$ cat src/rtl/ensf_pkg.sv
// shared types and constants for the smoothing filter
`default_nettype none
package ensf_pkg;
  localparam int unsigned NUM_REGS = 7;
  localparam int unsigned WEIGHT_W = 8;
  localparam int unsigned CFG_IDX_W = 3;
  localparam logic [WEIGHT_W-1:0] WEIGHT_RESET [NUM_REGS] = '{
    8'd1, 8'd2, 8'd4, 8'd8, 8'd4, 8'd2, 8'd1};

  typedef enum logic [2:0] {
    ST_IDLE,
    ST_MAC,
    ST_DIV,
    ST_OUT
  } state_t;

  // one step handed down the row of cells
  typedef struct packed {
    logic shift;
    logic clear;
  } cell_ctl_t;
endpackage
`default_nettype wire

$ cat src/rtl/ensf_stream_if.sv
// valid/ready stream channel carrying a sample and a last flag
`default_nettype none
interface ensf_stream_if #(parameter int W = 24);
  logic         valid;
  logic         ready;
  logic [W-1:0] data;
  logic         last;
  modport source (output valid, data, last, input ready);
  modport sink (input valid, data, last, output ready);
endinterface
`default_nettype wire

$ cat src/rtl/ensf_cell.sv
// one cell of the sample row: holds one sample
`default_nettype none
module ensf_cell #(
  parameter int SAMPLE_WIDTH = 24
) (
  input  wire logic                          clk,
  input  wire ensf_pkg::cell_ctl_t           ctl,
  input  wire logic [SAMPLE_WIDTH-1:0]       load_sample,
  input  wire logic [SAMPLE_WIDTH-1:0]       prev_sample,
  output      logic [SAMPLE_WIDTH-1:0]       sample_q
);
  logic [SAMPLE_WIDTH-1:0] sample_r;
  // shift in from neighbor, or load the input sample when clear is set
  always_ff @(posedge clk) begin
    if (ctl.shift) begin
      sample_r <= prev_sample;
    end else if (ctl.clear) begin
      sample_r <= load_sample;
    end
  end
  assign sample_q = sample_r;
endmodule
`default_nettype wire

$ cat src/rtl/ensf_divider.sv
// restoring signed divider, one quotient bit per cycle, truncates toward zero
`default_nettype none
module ensf_divider #(
  parameter int NUM_W = 36,
  parameter int DEN_W = 11
) (
  input  wire logic             clk,
  input  wire logic             rst_n,
  input  wire logic             start,
  input  wire logic signed [NUM_W-1:0] num,
  input  wire logic [DEN_W-1:0] den,
  output      logic             done,
  output      logic signed [NUM_W-1:0] quo
);
  localparam int CNT_W = $clog2(NUM_W + 1);
  logic [NUM_W-1:0] q_r, q_nxt;
  logic [DEN_W:0]   rem_r, rem_nxt;
  logic [DEN_W-1:0] den_r;
  logic             neg_r;
  logic [CNT_W-1:0] cnt_r, cnt_nxt;
  logic             busy_r, busy_nxt;
  logic [DEN_W:0]   trial;
  logic [DEN_W+1:0] diff;

  always_comb begin
    trial   = {rem_r[DEN_W-1:0], q_r[NUM_W-1]};
    diff    = {1'b0, trial} - {2'b00, den_r};
    q_nxt   = q_r;
    rem_nxt = rem_r;
    cnt_nxt = cnt_r;
    busy_nxt = busy_r;
    if (busy_r) begin
      if (!diff[DEN_W+1]) begin
        rem_nxt = diff[DEN_W:0];
        q_nxt   = {q_r[NUM_W-2:0], 1'b1};
      end else begin
        rem_nxt = trial;
        q_nxt   = {q_r[NUM_W-2:0], 1'b0};
      end
      cnt_nxt = cnt_r - CNT_W'(1);
      if (cnt_r == CNT_W'(1)) busy_nxt = 1'b0;
    end
  end

  // magnitude load and bit iteration
  always_ff @(posedge clk) begin
    if (start) begin
      q_r   <= num[NUM_W-1] ? NUM_W'(-num) : num;
      rem_r <= '0;
      den_r <= den;
      neg_r <= num[NUM_W-1];
    end else begin
      q_r   <= q_nxt;
      rem_r <= rem_nxt;
    end
  end

  always_ff @(posedge clk) begin
    if (!rst_n) begin
      busy_r <= 1'b0;
      cnt_r  <= '0;
      done   <= 1'b0;
    end else begin
      done <= busy_r && !busy_nxt;
      if (start) begin
        busy_r <= 1'b1;
        cnt_r  <= CNT_W'(NUM_W);
      end else begin
        busy_r <= busy_nxt;
        cnt_r  <= cnt_nxt;
      end
    end
  end

  assign quo = neg_r ? NUM_W'(-$signed(q_r)) : $signed(q_r);
endmodule
`default_nettype wire

$ cat src/rtl/edge_normalized_smoothing_filter.sv
// top level of the edge-normalized smoothing filter
// Samples move through a row of TAP_COUNT cells, one shift per accepted transfer.
// Each result is formed by a sequencer that walks the taps, one multiply-add per
// cycle, then a restoring divider giving one quotient bit per cycle. From its first
// tap to its transfer a result passes through the tap steps, the divider load, the
// SAMPLE_WIDTH + 12 quotient bits, the done strobe and the output state. A sample
// that flushes a sequence gives up to TAP_COUNT results, one after another. The
// next input is taken only once all results of the current one have been
// transferred.
`default_nettype none
module edge_normalized_smoothing_filter #(
  parameter int TAP_COUNT    = 7,
  parameter int SAMPLE_WIDTH = 24
) (
  input  wire logic clk,
  input  wire logic rst_n,
  ensf_stream_if.sink   in_s,
  ensf_stream_if.source out_s,
  input  wire logic                             cfg_we,
  input  wire logic [ensf_pkg::CFG_IDX_W-1:0]   cfg_idx,
  input  wire logic [ensf_pkg::WEIGHT_W-1:0]    cfg_wdata
);
  localparam int HALF  = TAP_COUNT / 2;
  localparam int POS_W = $clog2(TAP_COUNT + 1);
  localparam int TAP_W = (TAP_COUNT > 1) ? $clog2(TAP_COUNT) : 1;
  localparam int DEN_W = ensf_pkg::WEIGHT_W + 3;
  localparam int NUM_W = SAMPLE_WIDTH + DEN_W + 1;

  // tap weight registers
  logic [ensf_pkg::WEIGHT_W-1:0] weight_r [ensf_pkg::NUM_REGS];
  always_ff @(posedge clk) begin
    if (!rst_n) begin
      for (int i = 0; i < ensf_pkg::NUM_REGS; i++) weight_r[i] <= ensf_pkg::WEIGHT_RESET[i];
    end else if (cfg_we && (32'(cfg_idx) < ensf_pkg::NUM_REGS)) begin
      weight_r[cfg_idx] <= cfg_wdata;
    end
  end

  // row of cells
  ensf_pkg::cell_ctl_t       cell_ctl;
  logic [SAMPLE_WIDTH-1:0]   win [TAP_COUNT];
  logic                      accept;
  assign accept = in_s.valid && in_s.ready;
  assign cell_ctl.shift = accept;
  assign cell_ctl.clear = 1'b0;
  for (genvar g = 0; g < TAP_COUNT; g++) begin : g_cell
    ensf_cell #(.SAMPLE_WIDTH(SAMPLE_WIDTH)) u_cell (
      .clk        (clk),
      .ctl        (cell_ctl),
      .load_sample(in_s.data),
      .prev_sample((g == TAP_COUNT - 1) ? in_s.data : win[(g + 1) % TAP_COUNT]),
      .sample_q   (win[g])
    );
  end

  // control state
  ensf_pkg::state_t        state_r, state_nxt;
  logic [POS_W-1:0]        seen_r, seen_nxt;
  logic [POS_W-1:0]        pos_r, pos_nxt;
  logic [POS_W-1:0]        stop_r, stop_nxt;
  logic                    last_r, last_nxt;
  logic                    raw_r, raw_nxt;
  logic [TAP_W-1:0]        tap_r, tap_nxt;
  logic signed [NUM_W-1:0] acc_r;
  logic [DEN_W-1:0]        wsum_r;
  logic                    div_start_r, div_done;
  logic signed [NUM_W-1:0] quo;
  logic [SAMPLE_WIDTH-1:0] res_r;
  logic                    out_valid, out_last;
  logic [POS_W-1:0]        seen_inc;
  logic                    full_now;

  assign seen_inc = (seen_r < POS_W'(TAP_COUNT)) ? seen_r + POS_W'(1) : seen_r;
  assign full_now = (seen_inc == POS_W'(TAP_COUNT));

  // window index for current tap: pos + tap - HALF
  logic signed [POS_W+1:0] idx;
  logic                    in_range;
  logic [TAP_W-1:0]        idx_t;
  assign idx      = $signed({2'b00, pos_r}) + $signed({{(POS_W+2-TAP_W){1'b0}}, tap_r})
                    - (POS_W+2)'(HALF);
  assign in_range = (idx >= 0) && (idx < (POS_W+2)'(TAP_COUNT));
  assign idx_t    = TAP_W'(idx);

  logic signed [SAMPLE_WIDTH+ensf_pkg::WEIGHT_W:0] prod;
  assign prod = $signed({1'b0, weight_r[tap_r]}) * $signed(win[idx_t]);

  // next state
  always_comb begin
    state_nxt = state_r;
    seen_nxt = seen_r; pos_nxt = pos_r; stop_nxt = stop_r;
    last_nxt = last_r; raw_nxt = raw_r; tap_nxt = tap_r;
    unique case (state_r)
      ensf_pkg::ST_IDLE: begin
        if (accept) begin
          last_nxt = in_s.last;
          tap_nxt  = '0;
          if (full_now) begin
            pos_nxt  = (seen_r == POS_W'(TAP_COUNT)) ? POS_W'(HALF) : '0;
            stop_nxt = in_s.last ? POS_W'(TAP_COUNT - 1) : POS_W'(HALF);
            raw_nxt  = 1'b0;
            state_nxt = ensf_pkg::ST_MAC;
          end else if (in_s.last) begin
            pos_nxt  = POS_W'(TAP_COUNT) - seen_inc;
            stop_nxt = POS_W'(TAP_COUNT - 1);
            raw_nxt  = 1'b1;
            state_nxt = ensf_pkg::ST_OUT;
          end
          seen_nxt = in_s.last ? '0 : seen_inc;
        end
      end
      ensf_pkg::ST_MAC: begin
        tap_nxt = tap_r + TAP_W'(1);
        if (tap_r == TAP_W'(TAP_COUNT - 1)) state_nxt = ensf_pkg::ST_DIV;
      end
      ensf_pkg::ST_DIV: begin
        if (div_done) state_nxt = ensf_pkg::ST_OUT;
      end
      ensf_pkg::ST_OUT: begin
        if (out_s.ready) begin
          tap_nxt = '0;
          if (pos_r == stop_r) begin
            state_nxt = ensf_pkg::ST_IDLE;
          end else begin
            pos_nxt = pos_r + POS_W'(1);
            state_nxt = raw_r ? ensf_pkg::ST_OUT : ensf_pkg::ST_MAC;
          end
        end
      end
      default: state_nxt = ensf_pkg::ST_IDLE;
    endcase
  end

  // outputs of the sequencer
  always_comb begin
    in_s.ready = (state_r == ensf_pkg::ST_IDLE);
    out_valid  = (state_r == ensf_pkg::ST_OUT);
    out_last   = last_r && (pos_r == stop_r);
  end

  always_ff @(posedge clk) begin
    if (!rst_n) begin
      state_r <= ensf_pkg::ST_IDLE;
      seen_r <= '0; pos_r <= '0; stop_r <= '0;
      last_r <= 1'b0; raw_r <= 1'b0; tap_r <= '0;
    end else begin
      state_r <= state_nxt;
      seen_r <= seen_nxt; pos_r <= pos_nxt; stop_r <= stop_nxt;
      last_r <= last_nxt; raw_r <= raw_nxt; tap_r <= tap_nxt;
    end
  end

  // divider starts once the last tap has been added
  always_ff @(posedge clk) begin
    if (!rst_n) begin
      div_start_r <= 1'b0;
    end else begin
      div_start_r <= (state_r == ensf_pkg::ST_MAC) && (tap_r == TAP_W'(TAP_COUNT - 1));
    end
  end

  // accumulate weighted samples and weight sum, held through the divide
  always_ff @(posedge clk) begin
    if (state_r == ensf_pkg::ST_MAC) begin
      if (in_range) begin
        acc_r  <= ((tap_r == '0) ? NUM_W'(0) : acc_r) + NUM_W'(prod);
        wsum_r <= ((tap_r == '0) ? DEN_W'(0) : wsum_r) + DEN_W'(weight_r[tap_r]);
      end else if (tap_r == '0) begin
        acc_r  <= '0;
        wsum_r <= '0;
      end
    end
  end

  ensf_divider #(.NUM_W(NUM_W), .DEN_W(DEN_W)) u_div (
    .clk(clk), .rst_n(rst_n), .start(div_start_r),
    .num(acc_r), .den(wsum_r), .done(div_done), .quo(quo)
  );

  // result register
  always_ff @(posedge clk) begin
    if (div_done) begin
      res_r <= (wsum_r == '0) ? '0 : quo[SAMPLE_WIDTH-1:0];
    end
  end

  logic [TAP_W-1:0] raw_idx;
  assign raw_idx = TAP_W'(pos_r);
  assign out_s.valid = out_valid;
  assign out_s.data  = raw_r ? win[raw_idx] : res_r;
  assign out_s.last  = out_last;
endmodule
`default_nettype wire

$ cat src/flat_wrapper.sv
// flat-port wrapper written by rule: the top's interface ports become plain ports
module edge_normalized_smoothing_filter_flat 
#(
  parameter int TAP_COUNT    = 7,
  parameter int SAMPLE_WIDTH = 24
)
  (clk, rst_n, cfg_we, cfg_idx, cfg_wdata, in_s_valid, in_s_data, in_s_last, in_s_ready, out_s_valid, out_s_data, out_s_last, out_s_ready);
  ensf_stream_if #(.W((24))) in_s_i ();
  ensf_stream_if #(.W((24))) out_s_i ();
  input  wire logic clk;
  input  wire logic rst_n;
  input  wire logic cfg_we;
  input  wire logic [ensf_pkg::CFG_IDX_W-1:0] cfg_idx;
  input  wire logic [ensf_pkg::WEIGHT_W-1:0] cfg_wdata;
  input wire logic [$bits(in_s_i.valid)-1:0] in_s_valid;
  input wire logic [$bits(in_s_i.data)-1:0] in_s_data;
  input wire logic [$bits(in_s_i.last)-1:0] in_s_last;
  output wire logic [$bits(in_s_i.ready)-1:0] in_s_ready;
  output wire logic [$bits(out_s_i.valid)-1:0] out_s_valid;
  output wire logic [$bits(out_s_i.data)-1:0] out_s_data;
  output wire logic [$bits(out_s_i.last)-1:0] out_s_last;
  input wire logic [$bits(out_s_i.ready)-1:0] out_s_ready;
  assign in_s_i.valid = in_s_valid;
  assign in_s_i.data = in_s_data;
  assign in_s_i.last = in_s_last;
  assign in_s_ready = in_s_i.ready;
  assign out_s_valid = out_s_i.valid;
  assign out_s_data = out_s_i.data;
  assign out_s_last = out_s_i.last;
  assign out_s_i.ready = out_s_ready;
  edge_normalized_smoothing_filter #(.TAP_COUNT(TAP_COUNT), .SAMPLE_WIDTH(SAMPLE_WIDTH)) u_core (.clk(clk), .rst_n(rst_n), .in_s(in_s_i), .out_s(out_s_i), .cfg_we(cfg_we), .cfg_idx(cfg_idx), .cfg_wdata(cfg_wdata));
endmodule
$ cat config.mk
export PLATFORM = sky130hd
export DESIGN_NAME = edge_normalized_smoothing_filter_flat
export DESIGN_NICKNAME = d
export VERILOG_FILES = /design/src/rtl/ensf_pkg.sv /design/src/rtl/ensf_stream_if.sv /design/src/rtl/ensf_cell.sv /design/src/rtl/ensf_divider.sv /design/src/rtl/edge_normalized_smoothing_filter.sv /design/src/flat_wrapper.sv
export SDC_FILE = /design/constraint.sdc
export NUM_CORES = 1
export LEC_CHECK = 0
export ABC_AREA = 1
export BUFFER_PORTS_ARGS = -buffer_cell sky130_fd_sc_hd__buf_4
export CAP_MARGIN = 20
export CORE_MARGIN = 1
export CORE_UTILIZATION = 25
export DETAILED_ROUTE_END_ITERATION = 6
export GPL_ROUTABILITY_DRIVEN = 0
export PLACE_DENSITY = 0.36
export SETUP_SLACK_MARGIN = 0.3
export SLEW_MARGIN = 0
export SYNTH_ARGS = -nofsm -noshare
export SYNTH_HDL_FRONTEND = slang
export SYNTH_SLANG_ARGS = --single-unit
$ cat constraint.sdc
create_clock -name clk -period 10.2 [get_ports clk]
set_clock_uncertainty 0.1 [all_clocks]
set_input_delay 0.51 -clock clk [delete_from_list [all_inputs] [get_ports clk]]
set_output_delay 0.51 -clock clk [all_outputs]
set_load 0.01 [all_outputs]
# ---- Word level (Yosys, flattened, before mapping)
# Memory sizes are Yosys's and may differ from the RTL's. A register that Yosys moved wholly into a read port is not among the register bits.
# Cells that the tools add are included.
dict set report classes {
  addsub 12
  n_mul 1
  n_lt_le_gt_ge 6
  eq_ne 14
  muxes 57
  n_bitwise 3
  reduce_logical 21
}
# op count
set op_table {}
lappend op_table {{36-bit 2-to-1 mux} 5}
lappend op_table {{24-bit binary-select mux with 3-bit select} 2}
lappend op_table {{24-bit 2-to-1 mux} 6}
lappend op_table {{3-bit 2-to-1 mux} 22}
lappend op_table {{36-bit by 33-bit adder with 36-bit output} 1}
lappend op_table {{36-bit negation} 1}
lappend op_table {{9-bit by 24-bit multiplier with 33-bit output} 1}
lappend op_table {{11-bit 2-to-1 mux} 3}
lappend op_table {{24-bit negation} 1}
lappend op_table {{12-bit by 11-bit subtractor with 13-bit output} 1}
lappend op_table {{6-bit 2-to-1 mux} 2}
lappend op_table {{3-bit case mux with 4 select lines} 1}
lappend op_table {{11-bit by 8-bit adder with 11-bit output} 1}
lappend op_table {{11-bit zero test} 1}
lappend op_table {{1-bit 2-to-1 mux} 11}
lappend op_table {{5-bit AND reduction} 2}
lappend op_table {{3-bit by 1-bit adder with 3-bit output, second input constant} 3}
lappend op_table {{3-bit == test, second input constant} 3}
lappend op_table {{3-bit case mux with 3 select lines} 1}
lappend op_table {{4-bit greater-or-equal comparator, second input constant} 2}
lappend op_table {{8-bit 2-to-1 mux} 1}
lappend op_table {{2-bit != test, second input constant} 4}
lappend op_table {{3-bit NOT with 4-bit output} 2}
lappend op_table {{8-bit OR reduction} 1}
lappend op_table {{24 further kinds} 36}
dict set report word_totals {
  regBits 324
  ramBits 56
  input_bits 41
  out_inout_bits 27
  word_cells 141
  n_memories 1
}
# name words width rd rd_clocked_by_memory_dff write_ports line
set memory_table {}
lappend memory_table {u_core.weight_r 7 8 1 1 7 edge_normalized_smoothing_filter.sv:30} ;# logic [ensf_pkg::WEIGHT_W-1:0] weight_r [ensf_pkg::NUM_REGS];

# ---- Logic depth before layout (Yosys ltp)
dict set report logic_depth {
  word_depth 9
  mapped_depth 36
}

# ---- By module
# Synthesis repeated with hierarchy kept, for this count alone.
dict set report hier_totals {
  hier_cells 4113
  area_unflattened_um2 31951.9
}
# mod instances cells_each area_per_inst_um2 seq_area_each_um2
set by_module_without_submodules {}
lappend by_module_without_submodules {edge_normalized_smoothing_filter 1 2599 18889.4 4374.2}
lappend by_module_without_submodules {ensf_cell 7 103 1082.3 720.7}
lappend by_module_without_submodules {ensf_divider 1 793 5486.5 1821.7}

# ---- Least setup slack after synthesis
# No wires, ideal clock.
dict set report synth_path {
  path_kind {register -> register}
  from {reg u_core.state_r[1]}
  to {reg u_core.last_r}
  setup_ns 0.151
  arrival_time_ns 8.647
  t_required_ns 9.949
  slack_ns 1.302
  path_stages_with_launch 8
  synth_period_minus_slack_ns 8.898
  cell_sequence {dfxtp_1 -> nor2_2 -> inv_1 -> nor2_1 -> inv_2 -> nor2_1 -> nand2_1 -> o31ai_1}
}
dict set report synth_via {
  elab_chain_cells 3
}
# item line
set synth_rtl {}
lappend synth_rtl {{start: declaration} edge_normalized_smoothing_filter.sv:57} ;# ensf_pkg::state_t state_r, state_nxt;
lappend synth_rtl {{start signal: assignment} edge_normalized_smoothing_filter.sv:143} ;# state_r <= ensf_pkg::ST_IDLE;
lappend synth_rtl {{start signal: assignment} edge_normalized_smoothing_filter.sv:147} ;# state_r <= state_nxt;
lappend synth_rtl {{3-bit zero test} edge_normalized_smoothing_filter.sv:136} ;# in_s.ready = (state_r == ensf_pkg::ST_IDLE);
lappend synth_rtl {{net in_s_ready} flat_wrapper.sv:18} ;# output wire logic [$bits(in_s_i.ready)-1:0] in_s_ready;
lappend synth_rtl {{1-bit logical AND} edge_normalized_smoothing_filter.sv:43} ;# assign accept = in_s.valid && in_s.ready;
lappend synth_rtl {{net u_core.accept} edge_normalized_smoothing_filter.sv:42} ;# logic accept;
lappend synth_rtl {{2-bit AND reduction (no line)} n/a}
lappend synth_rtl {{end signal: assignment} edge_normalized_smoothing_filter.sv:149} ;# last_r <= last_nxt; raw_r <= raw_nxt; tap_r <= tap_nxt;
lappend synth_rtl {{end: declaration} edge_normalized_smoothing_filter.sv:61} ;# logic last_r, last_nxt;
# The timed path passes the listed nets, and every way through them passes these cells.
# A chain may end at the register's enable or synchronous reset.

# ---- Worst setup path after layout
dict set report layout_path {
  from {reg u_core.pos_r[1]}
  to {reg u_core.acc_r[19], data pin}
}
dict set report layout_via {
  elab_chain_cells 9
}
# item line
set layout_rtl {}
lappend layout_rtl {{start: declaration} edge_normalized_smoothing_filter.sv:59} ;# logic [POS_W-1:0] pos_r, pos_nxt;
lappend layout_rtl {{start signal: assignment} edge_normalized_smoothing_filter.sv:148} ;# seen_r <= seen_nxt; pos_r <= pos_nxt; stop_r <= stop_nxt;
lappend layout_rtl {{3-bit by 3-bit adder with 4-bit output (*)} edge_normalized_smoothing_filter.sv:80} ;# assign idx = $signed({2'b00, pos_r}) + $signed({{(POS_W+2-TAP_W){1'b0}}, tap_r})
lappend layout_rtl {{4-bit by 2-bit subtractor with 5-bit output (*)} edge_normalized_smoothing_filter.sv:81} ;# - (POS_W+2)'(HALF);
lappend layout_rtl {{3-bit NOT with 4-bit output (implied by the code)} edge_normalized_smoothing_filter.sv:86} ;# assign prod = $signed({1'b0, weight_r[tap_r]}) * $signed(win[idx_t]);
lappend layout_rtl {{24-bit binary-select mux with 3-bit select} edge_normalized_smoothing_filter.sv:86}
lappend layout_rtl {{24-bit 2-to-1 mux (implied by the code) (2 in series)} edge_normalized_smoothing_filter.sv:86}
lappend layout_rtl {{9-bit by 24-bit multiplier with 33-bit output} edge_normalized_smoothing_filter.sv:86}
lappend layout_rtl {{36-bit by 33-bit adder with 36-bit output} edge_normalized_smoothing_filter.sv:166} ;# acc_r <= ((tap_r == '0) ? NUM_W'(0) : acc_r) + NUM_W'(prod);
lappend layout_rtl {{36-bit 2-to-1 mux (*)} edge_normalized_smoothing_filter.sv:165} ;# if (in_range) begin
lappend layout_rtl {{end signal: assignment} edge_normalized_smoothing_filter.sv:166}
lappend layout_rtl {{end: declaration} edge_normalized_smoothing_filter.sv:64} ;# logic signed [NUM_W-1:0] acc_r;
# Mark *: on every way between the ends. The rest lies on a longest branch, timed or not. The select of a mux whose other input is x is not followed.

==> impl_metrics.tcl <==
set metrics [dict create \
    min_path_cells 3 \
    syn_area_um2 28800 \
    cts-htree-levels 2 \
    min_path_type "primary input to flop" \
    vias 23100 \
    slew_violations 0 \
    synth_edf_count 343 \
    synth_most_common_cell "nand2_1" \
    timing.setup.tns_ns 0 \
    startpoint_type "flop" \
    rr_worst_depth 25 \
    rsz0062_at_grt "false" \
    max_cap_viol_count 0 \
    drc 0 \
    core_area_um2 114000 \
    yosysSeqAreaShare 0.391 \
    hold_viol 0 \
    pin_count 68 \
    clk_pin_slew_ns 0.06 \
    die_h_um 341 \
    worstPathMaxFanout 28 \
    start_util 0.252 \
    criticalPathCategory "flop to flop" \
    period_needed_ns 7.91 \
    viasPerCell 4.55 \
    drive_gt1_frac 0.0793 \
    synth_mux_area_frac 0 \
    syn_to_final_growth_pct 14.4 \
    first_pass_iters 7 \
    grt_pass1_wl_um 149000 \
    synth.area.top_cells "edfxtp_1 36%, fa_1 13%, nand2_1 9.6%, inv_1 6.9%, nor2_1 5.2%" \
    clockRootBuffer "clkbuf_16" \
    place_hpwl_um 70900 \
    final_util 0.288 \
    grt_use_total 0.168 \
    synth_common_cells "736 x nand2_1, 526 x inv_1, 395 x nor2_1, 343 x edfxtp_1, 271 x o21ai_0" \
    rows 124 \
    finalSetupViolations 0 \
    fin_hold_ws_ns 0.0791 \
    synth_cell_type_count 58 \
    drt_wl_total_um 96800 \
    io_buffers 67 \
    min_from "cfg_wdata[2]" \
    ys_ff_latch 390 \
    yosysTopAreaCellShare 0.358 \
    nNetsFinal 3852 \
    yosysWarnings 0 \
    diodes 0 \
    synth_cells 3454 \
    synth_top_area_cell "edfxtp_1" \
    synth_compound_area_frac 0.117 \
    clkLatencyLatePin_ns 0.63 \
    tightest_slew_ns 1.02 \
    synth_xor_area_frac 0.0158 \
    synth_adder_area_share 0.179 \
    grt_pass1_vias 23600 \
    synthArstFlopShare 0 \
    status "complete, no violations" \
    r2r-start "u_core.pos_r[1]$_SDFFE_PN0P_" \
    crit_start "u_core.pos_r[1]$_SDFFE_PN0P_" \
    max_freq_mhz 126 \
    syn_avg_cell_area_um2 8.33 \
    ctsResizeCount 0 \
    yosys_most_used_dff "edfxtp_1" \
    drt_iter0_drc 1578 \
    cts_num_sinks 390 \
    synth_top_family_by_area "simple AND/OR/NAND/NOR gates" \
    die_w_um 341 \
    cts_buffers 53 \
    period_share 0.775 \
    synth-simple-area-share 0.204 \
    critPathArrivalTime_ns 8.15 \
    end_kind "flop" \
    routedWlPerCell_um 19.1 \
    cts_tree "done" \
    antenna_found_initial 1 \
    antenna_left 0 \
    grt-ovfl-total 0 \
    relSlewSlack 0.318 \
    crit_required_ns 10.44 \
    clock_path_buffers 3 \
    grt_max_degree 75 \
    die_area_um2 116000 \
]
-- cell families after synthesis --
family,count (synthesis)
other cells,1
compound gates,600
flops,390
simple gates,1428
xor+xnor,52
fa+ha+maj,299
buf+inv,684
-- cell type report --
| class | count | area [um^2] |
|---|---|---|
| Fill cell | 12500 | 81300 |
| Multi-Input combinational cell | 2387 | 14900 |
| Sequential cell | 390 | 11200 |
| Inverter | 554 | 2080 |
| Tap cell | 1512 | 1890 |
| Clock buffer | 66 | 1410 |
| Timing Repair Buffer | 126 | 1010 |
| Clock inverter | 34 | 367 |
-- placed cells by master, fill, tap and decap left out, drive strengths merged, types with 28 or more instances in the layout --
cell type / Yosys / layout
o21ai: 324 / 324
fa: 187 / 187
buf: 68 / 102
xor2: 28 / 28
clkbuf: 62 / 66
inv: 552 / 553
nor2: 422 / 422
edfxtp: 343 / 343
nand2: 737 / 737
a21oi: 162 / 162
o22ai: 35 / 35
o211ai: 30 / 30
dfxtp: 47 / 47
ha: 112 / 112
nand3: 187 / 187
nor3: 31 / 31
-- critical path, stage by stage, from the launching register on --
cell	delay, ns
dfxtp_2	0.31
buf_4	0.19
ha_1	0.29
ha_1	0.16
inv_1	0.07
fa_2	1.02
buf_4	0.33
nand3_1	0.10
o21ai_1	0.31
nand2_1	0.15
fa_1	0.54
inv_1	0.05
fa_1	0.47
fa_1	0.53
fa_1	0.56
inv_1	0.06
fa_1	0.53
inv_1	0.04
ha_1	0.38
a21oi_1	0.31
nand2_1	0.14
a21oi_1	0.15
nand3_1	0.30
or2_2	0.38
nand3_1	0.08
o21ai_0	0.09
-- through the flow --
stage / cells / instance area (um^2) / setup WS [ns]
after floorplan: 3461 / 28800 / 1.30
after global placement: 4945 / 30900 / 2.22
after detailed placement: 4945 / 30900 / 2.18
after CTS: 5069 / 32900 / 2.14
after global routing: 5069 / 32900 / 1.76
final: 5069 / 32900 / 2.29
-- path summary, 6_finish.rpt --
| path | to | slack [ns] |
|---|---|---|
| max | u_core.acc_r[19]$_DFFE_PP_ | 2.29 |
| min | u_core.weight_r[4][2]$_SDFFCE_PN1P_ | 0.08 |
| max reg2reg | u_core.acc_r[19]$_DFFE_PP_ | 2.29 |
| min reg2reg | u_core.weight_r[6][2]$_SDFFE_PN0P_ | 0.35 |
-- repair_timing --
| action | 4_1_cts | 5_1_grt |
|---|---|---|
| hold buffers | 24 | 0 |
| setup buffers | 0 | 0 |
| endpoints found under the hold margin | 24 | 0 |
| endpoints found under the setup margin | 0 | 0 |
-- sequential cells by signal, summed over array words and instances (netlist names), 2 cells and up, named ones only --
signal,cells
u_core.u_div.cnt_r,6
u_core.res_r,24
u_core.state_r,2
u_core.stop_r,3
u_core.weight_r,64
u_core.acc_r,36
u_core.u_div.q_r,36
u_core.g_cell.u_cell.sample_q,168
u_core.u_div.den_r,11
u_core.pos_r,3
u_core.tap_r,3
u_core.seen_r,3
u_core.wsum_r,11
u_core.u_div.rem_r,11
-- layer usage --
layer	GRT usage	up-vias	routed length (um)
li1	-	11400	-
met1	0.228	11200	45500
met2	0.284	390	46200
met3	0.0180	102	3010
met4	0.0405	0	2070
met5	0	-	0
Power is left out: the tool's default activity adds up to more than one toggle a clock period on the data nets, which glitch-free logic cannot reach.
